**src/hdl/pcpb_pkg.sv**
```systemverilog
package pcpb_pkg;

	// Result widths.
	localparam int PIX_W  = 17;
	localparam int LEN_W  = 18;
	localparam int CEN_W  = 21;
	localparam int CNT_W  = 21;
	localparam int SUM_W  = 38;
	localparam int Z_W    = 15;
	localparam int CROP_W = 20;

	// Most points that are summed and counted in one cluster.
	localparam logic [CNT_W-1:0] MAX_POINTS = CNT_W'(1048576);

	// Shared divider: 43-bit dividend, 21-bit divisor, 22 quotient bits, two per cycle.
	localparam int DVD_W     = 43;
	localparam int DSR_W     = 21;
	localparam int QUO_W     = DVD_W - DSR_W;
	localparam int DIV_STEPS = QUO_W / 2;
	localparam int STEP_W    = $clog2(DIV_STEPS);

	// Saturation limits of a 17-bit signed pixel coordinate.
	localparam logic signed [PIX_W-1:0] PIX_MAX = 17'sh0FFFF;
	localparam logic signed [PIX_W-1:0] PIX_MIN = 17'sh10000;
	localparam logic [QUO_W-1:0] QUO_POS_LIM = QUO_W'(65535);
	localparam logic [QUO_W-1:0] QUO_NEG_LIM = QUO_W'(65536);

	// Register reset values.
	localparam logic [15:0] FOCAL_RST  = 16'd8400;
	localparam logic [12:0] WIDTH_RST  = 13'd640;
	localparam logic [12:0] HEIGHT_RST = 13'd480;
	localparam logic [7:0]  PAD_RST    = 8'd10;

	// Configuration register indexes.
	typedef enum logic [1:0] {
		REG_FOCAL  = 2'd0,
		REG_WIDTH  = 2'd1,
		REG_HEIGHT = 2'd2,
		REG_PAD    = 2'd3
	} cfg_idx_t;

	// Request to the shared divider.
	typedef struct packed {
		logic             start;
		logic [DVD_W-1:0] dividend;
		logic [DSR_W-1:0] divisor;
	} div_req_t;

	// Response of the shared divider; quot and ovf are valid with done and hold after it.
	typedef struct packed {
		logic             done;
		logic             ovf;
		logic [QUO_W-1:0] quot;
	} div_rsp_t;

endpackage

```
**src/hdl/pcpb_div.sv**
```systemverilog
module pcpb_div (
	input  logic                clk,
	input  logic                arst_n,
	input  pcpb_pkg::div_req_t  req,
	output pcpb_pkg::div_rsp_t  rsp
);
	import pcpb_pkg::*;

	logic              busy_q;
	logic              done_q;
	logic [STEP_W-1:0] step_q;
	logic [DSR_W-1:0]  rem_q;
	logic [DSR_W-1:0]  dsr_q;
	logic [QUO_W-1:0]  low_q;
	logic [QUO_W-1:0]  quo_q;
	logic              ovf_q;

	logic [DSR_W:0]    r1;
	logic [DSR_W:0]    r1n;
	logic [DSR_W:0]    r2;
	logic [DSR_W:0]    r2n;
	logic              ge1;
	logic              ge2;

	// Two restoring steps per cycle, each one compare and subtract.
	always_comb begin
		r1  = {rem_q, low_q[QUO_W-1]};
		ge1 = r1 >= {1'b0, dsr_q};
		r1n = ge1 ? r1 - {1'b0, dsr_q} : r1;
		r2  = {r1n[DSR_W-1:0], low_q[QUO_W-2]};
		ge2 = r2 >= {1'b0, dsr_q};
		r2n = ge2 ? r2 - {1'b0, dsr_q} : r2;
	end

	// Control of the iteration.
	always_ff @(posedge clk or negedge arst_n) begin
		if (!arst_n) begin
			busy_q <= 1'b0;
			done_q <= 1'b0;
			step_q <= '0;
		end else if (req.start) begin
			busy_q <= 1'b1;
			done_q <= 1'b0;
			step_q <= '0;
		end else if (busy_q) begin
			if (step_q == STEP_W'(DIV_STEPS - 1)) begin
				busy_q <= 1'b0;
				done_q <= 1'b1;
			end else begin
				step_q <= step_q + 1'b1;
			end
		end else begin
			done_q <= 1'b0;
		end
	end

	// Partial remainder, dividend bits still to come and quotient.
	// The upper dividend part is the first partial remainder; if it already
	// reaches the divisor, the quotient does not fit and the overflow flag is set.
	always_ff @(posedge clk) begin
		if (req.start) begin
			rem_q <= req.dividend[DVD_W-1:QUO_W];
			low_q <= req.dividend[QUO_W-1:0];
			dsr_q <= req.divisor;
		end else if (busy_q) begin
			if (step_q == '0) begin
				ovf_q <= rem_q >= dsr_q;
			end
			rem_q <= r2n[DSR_W-1:0];
			low_q <= low_q << 2;
			quo_q <= {quo_q[QUO_W-3:0], ge1, ge2};
		end
	end

	assign rsp.done = done_q;
	assign rsp.ovf  = ovf_q;
	assign rsp.quot = quo_q;

endmodule

```
**src/hdl/pcpb_crop.sv**
```systemverilog
module pcpb_crop (
	input  logic signed [pcpb_pkg::PIX_W-1:0] lo,
	input  logic signed [pcpb_pkg::PIX_W-1:0] hi,
	input  logic        [12:0]                limit,
	input  logic        [7:0]                 pad,
	output logic signed [pcpb_pkg::PIX_W-1:0] pos,
	output logic signed [pcpb_pkg::LEN_W-1:0] len
);
	import pcpb_pkg::*;

	logic signed [CROP_W-1:0] p_s;
	logic signed [CROP_W-1:0] lim_s;
	logic signed [CROP_W-1:0] x0;
	logic signed [CROP_W-1:0] xm;
	logic signed [CROP_W-1:0] x1;
	logic signed [CROP_W-1:0] w0;
	logic signed [CROP_W-1:0] e;
	logic signed [CROP_W-1:0] w1;

	// Move the left edge out by the pad if it stays on the image, then widen
	// by two pads, or by one, as far as the right edge stays inside the limit.
	always_comb begin
		p_s   = signed'(CROP_W'(pad));
		lim_s = signed'(CROP_W'(limit));
		x0    = CROP_W'(lo);
		w0    = CROP_W'(hi) - CROP_W'(lo);
		xm    = x0 - p_s;
		x1    = (xm >= 0) ? xm : x0;
		e     = x1 + w0;
		if (e + (p_s <<< 1) < lim_s) begin
			w1 = w0 + (p_s <<< 1);
		end else if (e + p_s < lim_s) begin
			w1 = w0 + p_s;
		end else begin
			w1 = w0;
		end
		pos = x1[PIX_W-1:0];
		len = w1[LEN_W-1:0];
	end

endmodule

```
**src/hdl/point_cluster_projection_bbox_top.sv**
```systemverilog
// Projects cluster points to pixels and gives one box, centroid and crop result per
// cluster. A point is taken when in_ready is high and keeps the block busy while it runs,
// for u and then v, through a multiply state, a divider start state, the shared divider
// (11 steps of two quotient bits) and an accumulate state. A point marked last then runs
// two centroid divisions through the same divider and loads the result register. The
// result register is separate, so the next point is taken while a result waits on
// out_ready; only the final load of the following cluster waits for it. Configuration
// writes are taken at any time and are meant to be made while no point is in flight.
module point_cluster_projection_bbox_top #(
	parameter int COORD_WIDTH = 16
) (
	input  logic                   clk,
	input  logic                   arst_n,
	input  logic                   cfg_valid,
	output logic                   cfg_ready,
	input  logic [1:0]             cfg_index,
	input  logic [15:0]            cfg_data,
	input  logic                   in_valid,
	output logic                   in_ready,
	input  logic signed [COORD_WIDTH-1:0] point_x,
	input  logic signed [COORD_WIDTH-1:0] point_y,
	input  logic [14:0]            point_z,
	input  logic                   last_point,
	output logic                   out_valid,
	input  logic                   out_ready,
	output logic signed [16:0]     box_min_u,
	output logic signed [16:0]     box_min_v,
	output logic signed [16:0]     box_max_u,
	output logic signed [16:0]     box_max_v,
	output logic signed [20:0]     centroid_u_q4,
	output logic signed [20:0]     centroid_v_q4,
	output logic signed [16:0]     crop_x,
	output logic signed [16:0]     crop_y,
	output logic signed [17:0]     crop_w,
	output logic signed [17:0]     crop_h,
	output logic [20:0]            point_count
);
	import pcpb_pkg::*;

	localparam int PW = COORD_WIDTH + 17;

	typedef enum logic [7:0] {
		S_IDLE  = 8'b0000_0001,
		S_MUL   = 8'b0000_0010,
		S_START = 8'b0000_0100,
		S_DIV   = 8'b0000_1000,
		S_ACC   = 8'b0001_0000,
		S_CEN   = 8'b0010_0000,
		S_CDIV  = 8'b0100_0000,
		S_OUT   = 8'b1000_0000
	} state_t;

	state_t state_q;
	logic   ax_q;

	// Configuration registers.
	logic [15:0] focal_q;
	logic [12:0] width_q;
	logic [12:0] height_q;
	logic [7:0]  pad_q;

	// Latched point.
	logic signed [COORD_WIDTH-1:0] x_q;
	logic signed [COORD_WIDTH-1:0] y_q;
	logic [Z_W-1:0]                z_q;
	logic                          last_q;

	// Cluster state.
	logic signed [SUM_W-1:0] sum_u_q;
	logic signed [SUM_W-1:0] sum_v_q;
	logic signed [PIX_W-1:0] min_u_q;
	logic signed [PIX_W-1:0] min_v_q;
	logic signed [PIX_W-1:0] max_u_q;
	logic signed [PIX_W-1:0] max_v_q;
	logic [CNT_W-1:0]        cnt_q;

	// Datapath registers.
	logic signed [PW-1:0]    prod_q;
	logic signed [PIX_W-1:0] q_q;
	logic signed [CEN_W-1:0] cen_u_q;
	logic signed [CEN_W-1:0] cen_v_q;

	// Result register.
	logic                    out_valid_q;
	logic signed [PIX_W-1:0] o_min_u_q;
	logic signed [PIX_W-1:0] o_min_v_q;
	logic signed [PIX_W-1:0] o_max_u_q;
	logic signed [PIX_W-1:0] o_max_v_q;
	logic signed [CEN_W-1:0] o_cen_u_q;
	logic signed [CEN_W-1:0] o_cen_v_q;
	logic signed [PIX_W-1:0] o_crop_x_q;
	logic signed [PIX_W-1:0] o_crop_y_q;
	logic signed [LEN_W-1:0] o_crop_w_q;
	logic signed [LEN_W-1:0] o_crop_h_q;
	logic [CNT_W-1:0]        o_cnt_q;

	logic signed [PW-1:0]    prod_c;
	logic [PW-1:0]           prj_mag;
	logic [DVD_W-1:0]        prj_dvd;
	logic signed [SUM_W-1:0] sum_sel;
	logic [SUM_W-1:0]        sum_mag;
	logic [DVD_W-1:0]        cen_dvd;
	logic signed [PIX_W-1:0] q_next;
	logic [QUO_W-1:0]        quo_neg;
	logic [11:0]             half;
	logic signed [PIX_W+1:0] diff;
	logic signed [PIX_W-1:0] val;
	logic                    room;
	logic                    in_acc;
	logic                    out_free;
	logic signed [PIX_W-1:0] cx_c;
	logic signed [PIX_W-1:0] cy_c;
	logic signed [LEN_W-1:0] cw_c;
	logic signed [LEN_W-1:0] ch_c;

	div_req_t div_req;
	div_rsp_t div_rsp;

	assign cfg_ready = 1'b1;
	assign in_ready  = state_q == S_IDLE;
	assign in_acc    = in_valid && in_ready;
	assign out_free  = !out_valid_q || out_ready;
	assign room      = cnt_q < MAX_POINTS;

	// Configuration writes, masked to each register's width.
	always_ff @(posedge clk or negedge arst_n) begin
		if (!arst_n) begin
			focal_q  <= FOCAL_RST;
			width_q  <= WIDTH_RST;
			height_q <= HEIGHT_RST;
			pad_q    <= PAD_RST;
		end else if (cfg_valid && cfg_ready) begin
			unique case (cfg_idx_t'(cfg_index))
				REG_FOCAL:  focal_q  <= cfg_data;
				REG_WIDTH:  width_q  <= cfg_data[12:0];
				REG_HEIGHT: height_q <= cfg_data[12:0];
				REG_PAD:    pad_q    <= cfg_data[7:0];
				default:    ;
			endcase
		end
	end

	// Projection numerator and the divider operands.
	always_comb begin
		prod_c  = PW'(ax_q ? y_q : x_q) * PW'(signed'({1'b0, focal_q}));
		prj_mag = prod_q[PW-1] ? unsigned'(-prod_q) : unsigned'(prod_q);
		prj_dvd = DVD_W'(prj_mag >> 4);
		sum_sel = ax_q ? sum_v_q : sum_u_q;
		sum_mag = sum_sel[SUM_W-1] ? unsigned'(-sum_sel) : unsigned'(sum_sel);
		cen_dvd = DVD_W'({sum_mag, 4'b0000});

		div_req.start    = (state_q == S_START) || (state_q == S_CEN);
		div_req.dividend = (state_q == S_CEN) ? cen_dvd : prj_dvd;
		div_req.divisor  = (state_q == S_CEN) ? cnt_q : DSR_W'(z_q);
	end

	// Signed quotient, saturated, with zero depth giving the sign's limit, or zero for a zero product.
	always_comb begin
		quo_neg = ~div_rsp.quot + 1'b1;
		if (z_q == '0) begin
			if (prod_q == '0) begin
				q_next = '0;
			end else if (prod_q[PW-1]) begin
				q_next = PIX_MIN;
			end else begin
				q_next = PIX_MAX;
			end
		end else if (prod_q[PW-1]) begin
			q_next = (div_rsp.ovf || div_rsp.quot > QUO_NEG_LIM) ? PIX_MIN :
				signed'(quo_neg[PIX_W-1:0]);
		end else begin
			q_next = (div_rsp.ovf || div_rsp.quot > QUO_POS_LIM) ? PIX_MAX :
				signed'(div_rsp.quot[PIX_W-1:0]);
		end
	end

	// Pixel coordinate: half the image size minus the quotient, saturated.
	always_comb begin
		half = ax_q ? height_q[12:1] : width_q[12:1];
		diff = signed'((PIX_W+2)'(half)) - (PIX_W+2)'(q_q);
		if (diff > (PIX_W+2)'(PIX_MAX)) begin
			val = PIX_MAX;
		end else if (diff < (PIX_W+2)'(PIX_MIN)) begin
			val = PIX_MIN;
		end else begin
			val = diff[PIX_W-1:0];
		end
	end

	pcpb_div u_div (
		.clk    (clk),
		.arst_n (arst_n),
		.req    (div_req),
		.rsp    (div_rsp)
	);

	pcpb_crop u_crop_u (
		.lo    (min_u_q),
		.hi    (max_u_q),
		.limit (width_q),
		.pad   (pad_q),
		.pos   (cx_c),
		.len   (cw_c)
	);

	pcpb_crop u_crop_v (
		.lo    (min_v_q),
		.hi    (max_v_q),
		.limit (height_q),
		.pad   (pad_q),
		.pos   (cy_c),
		.len   (ch_c)
	);

	// Sequencer and cluster state.
	always_ff @(posedge clk or negedge arst_n) begin
		if (!arst_n) begin
			state_q     <= S_IDLE;
			ax_q        <= 1'b0;
			sum_u_q     <= '0;
			sum_v_q     <= '0;
			cnt_q       <= '0;
			min_u_q     <= PIX_W'(WIDTH_RST);
			min_v_q     <= PIX_W'(HEIGHT_RST);
			max_u_q     <= '0;
			max_v_q     <= '0;
			out_valid_q <= 1'b0;
		end else begin
			// The result register fills in the output state and empties on a handshake.
			if (state_q == S_OUT && out_free) begin
				out_valid_q <= 1'b1;
			end else if (out_valid_q && out_ready) begin
				out_valid_q <= 1'b0;
			end
			unique case (state_q)
				S_IDLE: begin
					if (in_acc) begin
						// A new cluster starts its box from the current image size.
						if (cnt_q == '0) begin
							min_u_q <= PIX_W'(width_q);
							min_v_q <= PIX_W'(height_q);
							max_u_q <= '0;
							max_v_q <= '0;
						end
						ax_q    <= 1'b0;
						state_q <= S_MUL;
					end
				end
				S_MUL: begin
					state_q <= S_START;
				end
				S_START: begin
					state_q <= S_DIV;
				end
				S_DIV: begin
					if (div_rsp.done) begin
						state_q <= S_ACC;
					end
				end
				S_ACC: begin
					if (!ax_q) begin
						if (val < min_u_q) min_u_q <= val;
						if (val > max_u_q) max_u_q <= val;
						if (room) sum_u_q <= sum_u_q + SUM_W'(val);
						ax_q    <= 1'b1;
						state_q <= S_MUL;
					end else begin
						if (val < min_v_q) min_v_q <= val;
						if (val > max_v_q) max_v_q <= val;
						if (room) begin
							sum_v_q <= sum_v_q + SUM_W'(val);
							cnt_q   <= cnt_q + 1'b1;
						end
						ax_q    <= 1'b0;
						state_q <= last_q ? S_CEN : S_IDLE;
					end
				end
				S_CEN: begin
					state_q <= S_CDIV;
				end
				S_CDIV: begin
					if (div_rsp.done) begin
						ax_q    <= 1'b1;
						state_q <= ax_q ? S_OUT : S_CEN;
					end
				end
				S_OUT: begin
					// Hand the result over and clear the cluster.
					if (out_free) begin
						sum_u_q     <= '0;
						sum_v_q     <= '0;
						cnt_q       <= '0;
						ax_q        <= 1'b0;
						state_q     <= S_IDLE;
					end
				end
				default: state_q <= S_IDLE;
			endcase
		end
	end

	// Point, product, quotient and centroid registers.
	always_ff @(posedge clk) begin
		if (in_acc) begin
			x_q    <= point_x;
			y_q    <= point_y;
			z_q    <= point_z;
			last_q <= last_point;
		end
		if (state_q == S_MUL) begin
			prod_q <= prod_c;
		end
		if (state_q == S_DIV && div_rsp.done) begin
			q_q <= q_next;
		end
		if (state_q == S_CDIV && div_rsp.done) begin
			if (ax_q) begin
				cen_v_q <= sum_sel[SUM_W-1] ? signed'(quo_neg[CEN_W-1:0]) :
					signed'(div_rsp.quot[CEN_W-1:0]);
			end else begin
				cen_u_q <= sum_sel[SUM_W-1] ? signed'(quo_neg[CEN_W-1:0]) :
					signed'(div_rsp.quot[CEN_W-1:0]);
			end
		end
	end

	// Result register.
	always_ff @(posedge clk) begin
		if (state_q == S_OUT && out_free) begin
			o_min_u_q  <= min_u_q;
			o_min_v_q  <= min_v_q;
			o_max_u_q  <= max_u_q;
			o_max_v_q  <= max_v_q;
			o_cen_u_q  <= cen_u_q;
			o_cen_v_q  <= cen_v_q;
			o_crop_x_q <= cx_c;
			o_crop_y_q <= cy_c;
			o_crop_w_q <= cw_c;
			o_crop_h_q <= ch_c;
			o_cnt_q    <= cnt_q;
		end
	end

	assign out_valid     = out_valid_q;
	assign box_min_u     = o_min_u_q;
	assign box_min_v     = o_min_v_q;
	assign box_max_u     = o_max_u_q;
	assign box_max_v     = o_max_v_q;
	assign centroid_u_q4 = o_cen_u_q;
	assign centroid_v_q4 = o_cen_v_q;
	assign crop_x        = o_crop_x_q;
	assign crop_y        = o_crop_y_q;
	assign crop_w        = o_crop_w_q;
	assign crop_h        = o_crop_h_q;
	assign point_count   = o_cnt_q;

endmodule

```
**config.mk**
```make
export PLATFORM = sky130hd
export DESIGN_NAME = point_cluster_projection_bbox_top
export DESIGN_NICKNAME = d
export VERILOG_FILES = /design/src/hdl/pcpb_pkg.sv /design/src/hdl/pcpb_div.sv /design/src/hdl/pcpb_crop.sv /design/src/hdl/point_cluster_projection_bbox_top.sv
export SDC_FILE = /design/constraint.sdc
export NUM_CORES = 2
export LEC_CHECK = 0
export ABC_CLOCK_PERIOD_IN_PS = 15600
export BUFFER_PORTS_ARGS = -buffer_cell sky130_fd_sc_hd__buf_2
export CORE_MARGIN = 2
export CORE_UTILIZATION = 56
export DETAILED_ROUTE_END_ITERATION = 6
export GPL_TIMING_DRIVEN = 0
export PLACE_DENSITY = 0.74
export SLEW_MARGIN = 20
export SYNTH_ARGS = -nofsm -noshare
export SYNTH_HDL_FRONTEND = slang
export SYNTH_HIERARCHICAL = 1
export SYNTH_SLANG_ARGS = --single-unit
```
**constraint.sdc**
```tcl
create_clock -name clk -period 15.6 [get_ports clk]
set_input_delay 0.78 -clock clk [delete_from_list [all_inputs] [get_ports clk]]
set_output_delay 0.78 -clock clk [all_outputs]
set_load 0.02 [all_outputs]
```
==> flow_summary.ini <==
[route]
wl_mm = 170
drt-initial-drc-count = 4535
vias_per_cell = 6.08
dr.pass1.iters = 7
route.detailed.wl_per_inst_microns = 22.3
drc = 14
postRouteAntennaNets = 0
vias = 46500

[critical_path]
reg2reg_depth = 29
cpMaxStageDelayCell = clkbuf_1
critPathBufInv = 11
end_kind = flop
critPathLaunchType = flop
cp_common_cell = clkbuf_1
arrival_ns = 12.27
rr_endpoint = min_v_q[2]
max_stage_delay_ns = 0.82
required_ns = 16.19
r2r_setup_slack_ns = 3.92
crit_fanout = 10
path_class = reg2reg
path_delay_family = buffers and inverters
reg2reg_from = ax_q
startpoint = ax_q

[timing]
clock_skew_ns = 0.0338
setup_violations = 0
hold_violations = 0
rsz0062_at_grt = false
max_slew.worst_pin.slew_ns = 1.20
finalSetupTns_ns = 0
finalMaxSlewViolations = 0
relSlewSlack_pct = 19.1
fin_crit_ns = 11.68
fin_crit_sh_pct = 74.9
fmax_mhz = 85.6

[pwr]
swShare_pct = 44.2
p_leak_uw = 0.0278
powerDensity_nw_per_um2 = 195
p_clk_share_pct = 16.3
irDropWorstVdd_mv = 0.409
p_seq_share_pct = 19.1
power.switching_uw = 5450
combPwrFrac_pct = 64.7
internal_power_uw = 6890

[clocking]
clk_pin_slew_ns = 0.07
cts_made_buffers = 77
tritoncts = built
clkLatencyLatePin_ns = 0.69
numClockSinks = 659
post_cts_resized = 0
cts_root_buf = clkbuf_16
clk_path_buf_depth = 3
h-tree-depth = 3

[grt]
antenna_found_initial = 4
grt_pass1_wl_mm = 261
grt_max_degree = 79
track_usage_pct = 32.7
grt_pass1_vias = 45400
grt.overflow.total = 0

[yosys]
ys.flop_type = edfxtp_1
ys_warn_count = 6
synth_cell_type_count = 126
syn_area_sq_um = 56800
synth_nets = 6712
synth_seq_area_share_pct = 32.9
netlist_instances = 5848
avgSynthCellArea_sq_um = 9.70
synth_edf_count = 428
synthArstFlopShare_pct = 35.1
synth_seq_cells = 659

[hold_path]
holdPathEnd = x_q[15]
hp-start = point_x[15]
hold_path_depth = 1
hp-class = in2reg

[placed_design]
hpwl_mm = 135
place_inst = 7495
gp_congestion = 1.00
port-buffer-count = 273

[run_status]
status = finished with violations
violations = design-rule violations

[finish]
n_fill_cell = 8287
area_growth_pct = 11.2
layout.nets = 7082
drive_above_1_share_pct = 11.7
layout.cells.non_filler = 7643

[floorplanning]
dieWidth_microns = 322
die_area_sq_um = 104000
die_h_microns = 322
rows = 116
io_pins = 275
core_sq_um = 100000
start_util_pct = 56.6

[flow_run]
maxCapViolCount = 0
## worst max-delay path by stage
stage	endpoint	cells after the start	slack, ns
after floorplan	prod_q[32]	30	7.25
after detailed placement	min_v_q[2]	28	3.97
after global placement	min_v_q[4]	26	3.70
after CTS	min_v_q[2]	28	3.86
final	min_v_q[2]	29	3.92
after global routing	min_v_q[2]	28	3.49
## synthesized netlist by cell type (41+ instances only)
master	number	area, sq um
xnor2_1	232	2030
nand2b_1	54	338
ha_1	509	6370
inv_1	629	2360
o211ai_1	41	308
fa_1	284	5690
a211oi_1	61	458
nand3_1	121	606
nor3_1	93	465
mux2_2	147	1660
o31ai_1	55	413
and2_1	143	895
edfxtp_1	428	12900
nor2_1	345	1290
or3_1	59	369
a21o_1	142	1070
xor2_1	139	1220
clkbuf_1	134	503
dfrtp_1	212	5310
nand2_1	499	1870
mux2i_1	70	701
o21ai_0	259	1300
nand4_1	51	319
nor2b_1	69	432
o21a_1	71	533
a21oi_1	332	1660
o21ai_1	78	390
## layer usage
layer	vias up	track usage, %	wire length (microns)
li1	21400	-	-
met4	0	16.8	9800
met1	22700	42.4	69500
met2	1899	52.9	77800
met3	470	5.28	13200
met5	-	0	0
## power groups by stage
stage | Clock, uW | Sequential [uW] | Combinational, uW
after global placement | 0 | 2380 | 7710
after CTS | 2030 | 2340 | 7950
after detailed placement | 0 | 2380 | 7900
final | 2010 | 2350 | 7980
after global routing | 2100 | 2350 | 8970
after floorplan | 0 | 2330 | 6100
## final cells by class
class                      instances  area, sq um  area share, %
multi-input combinational       4378        35000           55.5
tap                             1357         1700           2.69
clock buffer                      93         2050           3.25
timing repair buffer             291         1740           2.75
sequential                       659        18700           29.6
antenna                            3         7.51         0.0119
clock inverter                    51          783           1.24
buffer                           181          769           1.22
inverter                         630         2360           3.75
## layout by cell type, fill, tap and decap left out, drive strengths merged, types with 157 or more instances in the layout
cell | netlist | final
mux2 | 157 | 157
buf | 47 | 337
inv | 630 | 635
a21oi | 334 | 334
fa | 284 | 284
nand2 | 499 | 499
xnor2 | 233 | 233
ha | 509 | 509
clkbuf | 134 | 227
edfxtp | 428 | 428
nor2 | 346 | 346
o21ai | 340 | 340
dfrtp | 212 | 212
## metrics by stage
step / worst slack (ns) / hold WS [ns] / util [%] / power [uW] / area [sq um]
after floorplan: 7.25 / 0.400 / - / 8430 / 56800
after global placement: 3.70 / 0.401 / 59.6 / 10100 / 59800
after detailed placement: 3.97 / 0.405 / 60.1 / 10300 / 60200
after CTS: 3.86 / 0.237 / 62.9 / 12300 / 63100
after global routing: 3.49 / 0.243 / 62.9 / 13400 / 63100
final: 3.92 / 0.261 / 62.9 / 12300 / 63100
## cells by family after synthesis
group	share of synthesized area (%)
buf+inv	5.52
flops	32.9
other cells	0.0132
simple gates	14.6
compound gates	15.6
fa+ha+maj	21.2
xor+xnor	5.84
mux	4.39
## state kept, by name, summed over array words and instances (netlist names), 18 cells and up
| signal | flops |
|---|---|
| cen_u_q | 21 |
| cen_v_q | 21 |
| sum_v_q | 38 |
| sum_u_q | 38 |
| prod_q | 33 |
| cnt_q | 21 |
| u_div/dsr_q | 21 |
| point_count | 21 |
| u_div/low_q | 22 |
| u_div/rem_q | 21 |
| crop_h | 18 |
| centroid_v_q4 | 21 |
| centroid_u_q4 | 21 |
| u_div/quo_q | 22 |
| crop_w | 18 |
## timing repair
| action | CTS | global route |
|---|---|---|
| hold buffers | 1 | 0 |
| hold endpoints to repair | 32 | 0 |
| setup buffers | 0 | 0 |
No activity file was read; power rests on OpenSTA's default activity.
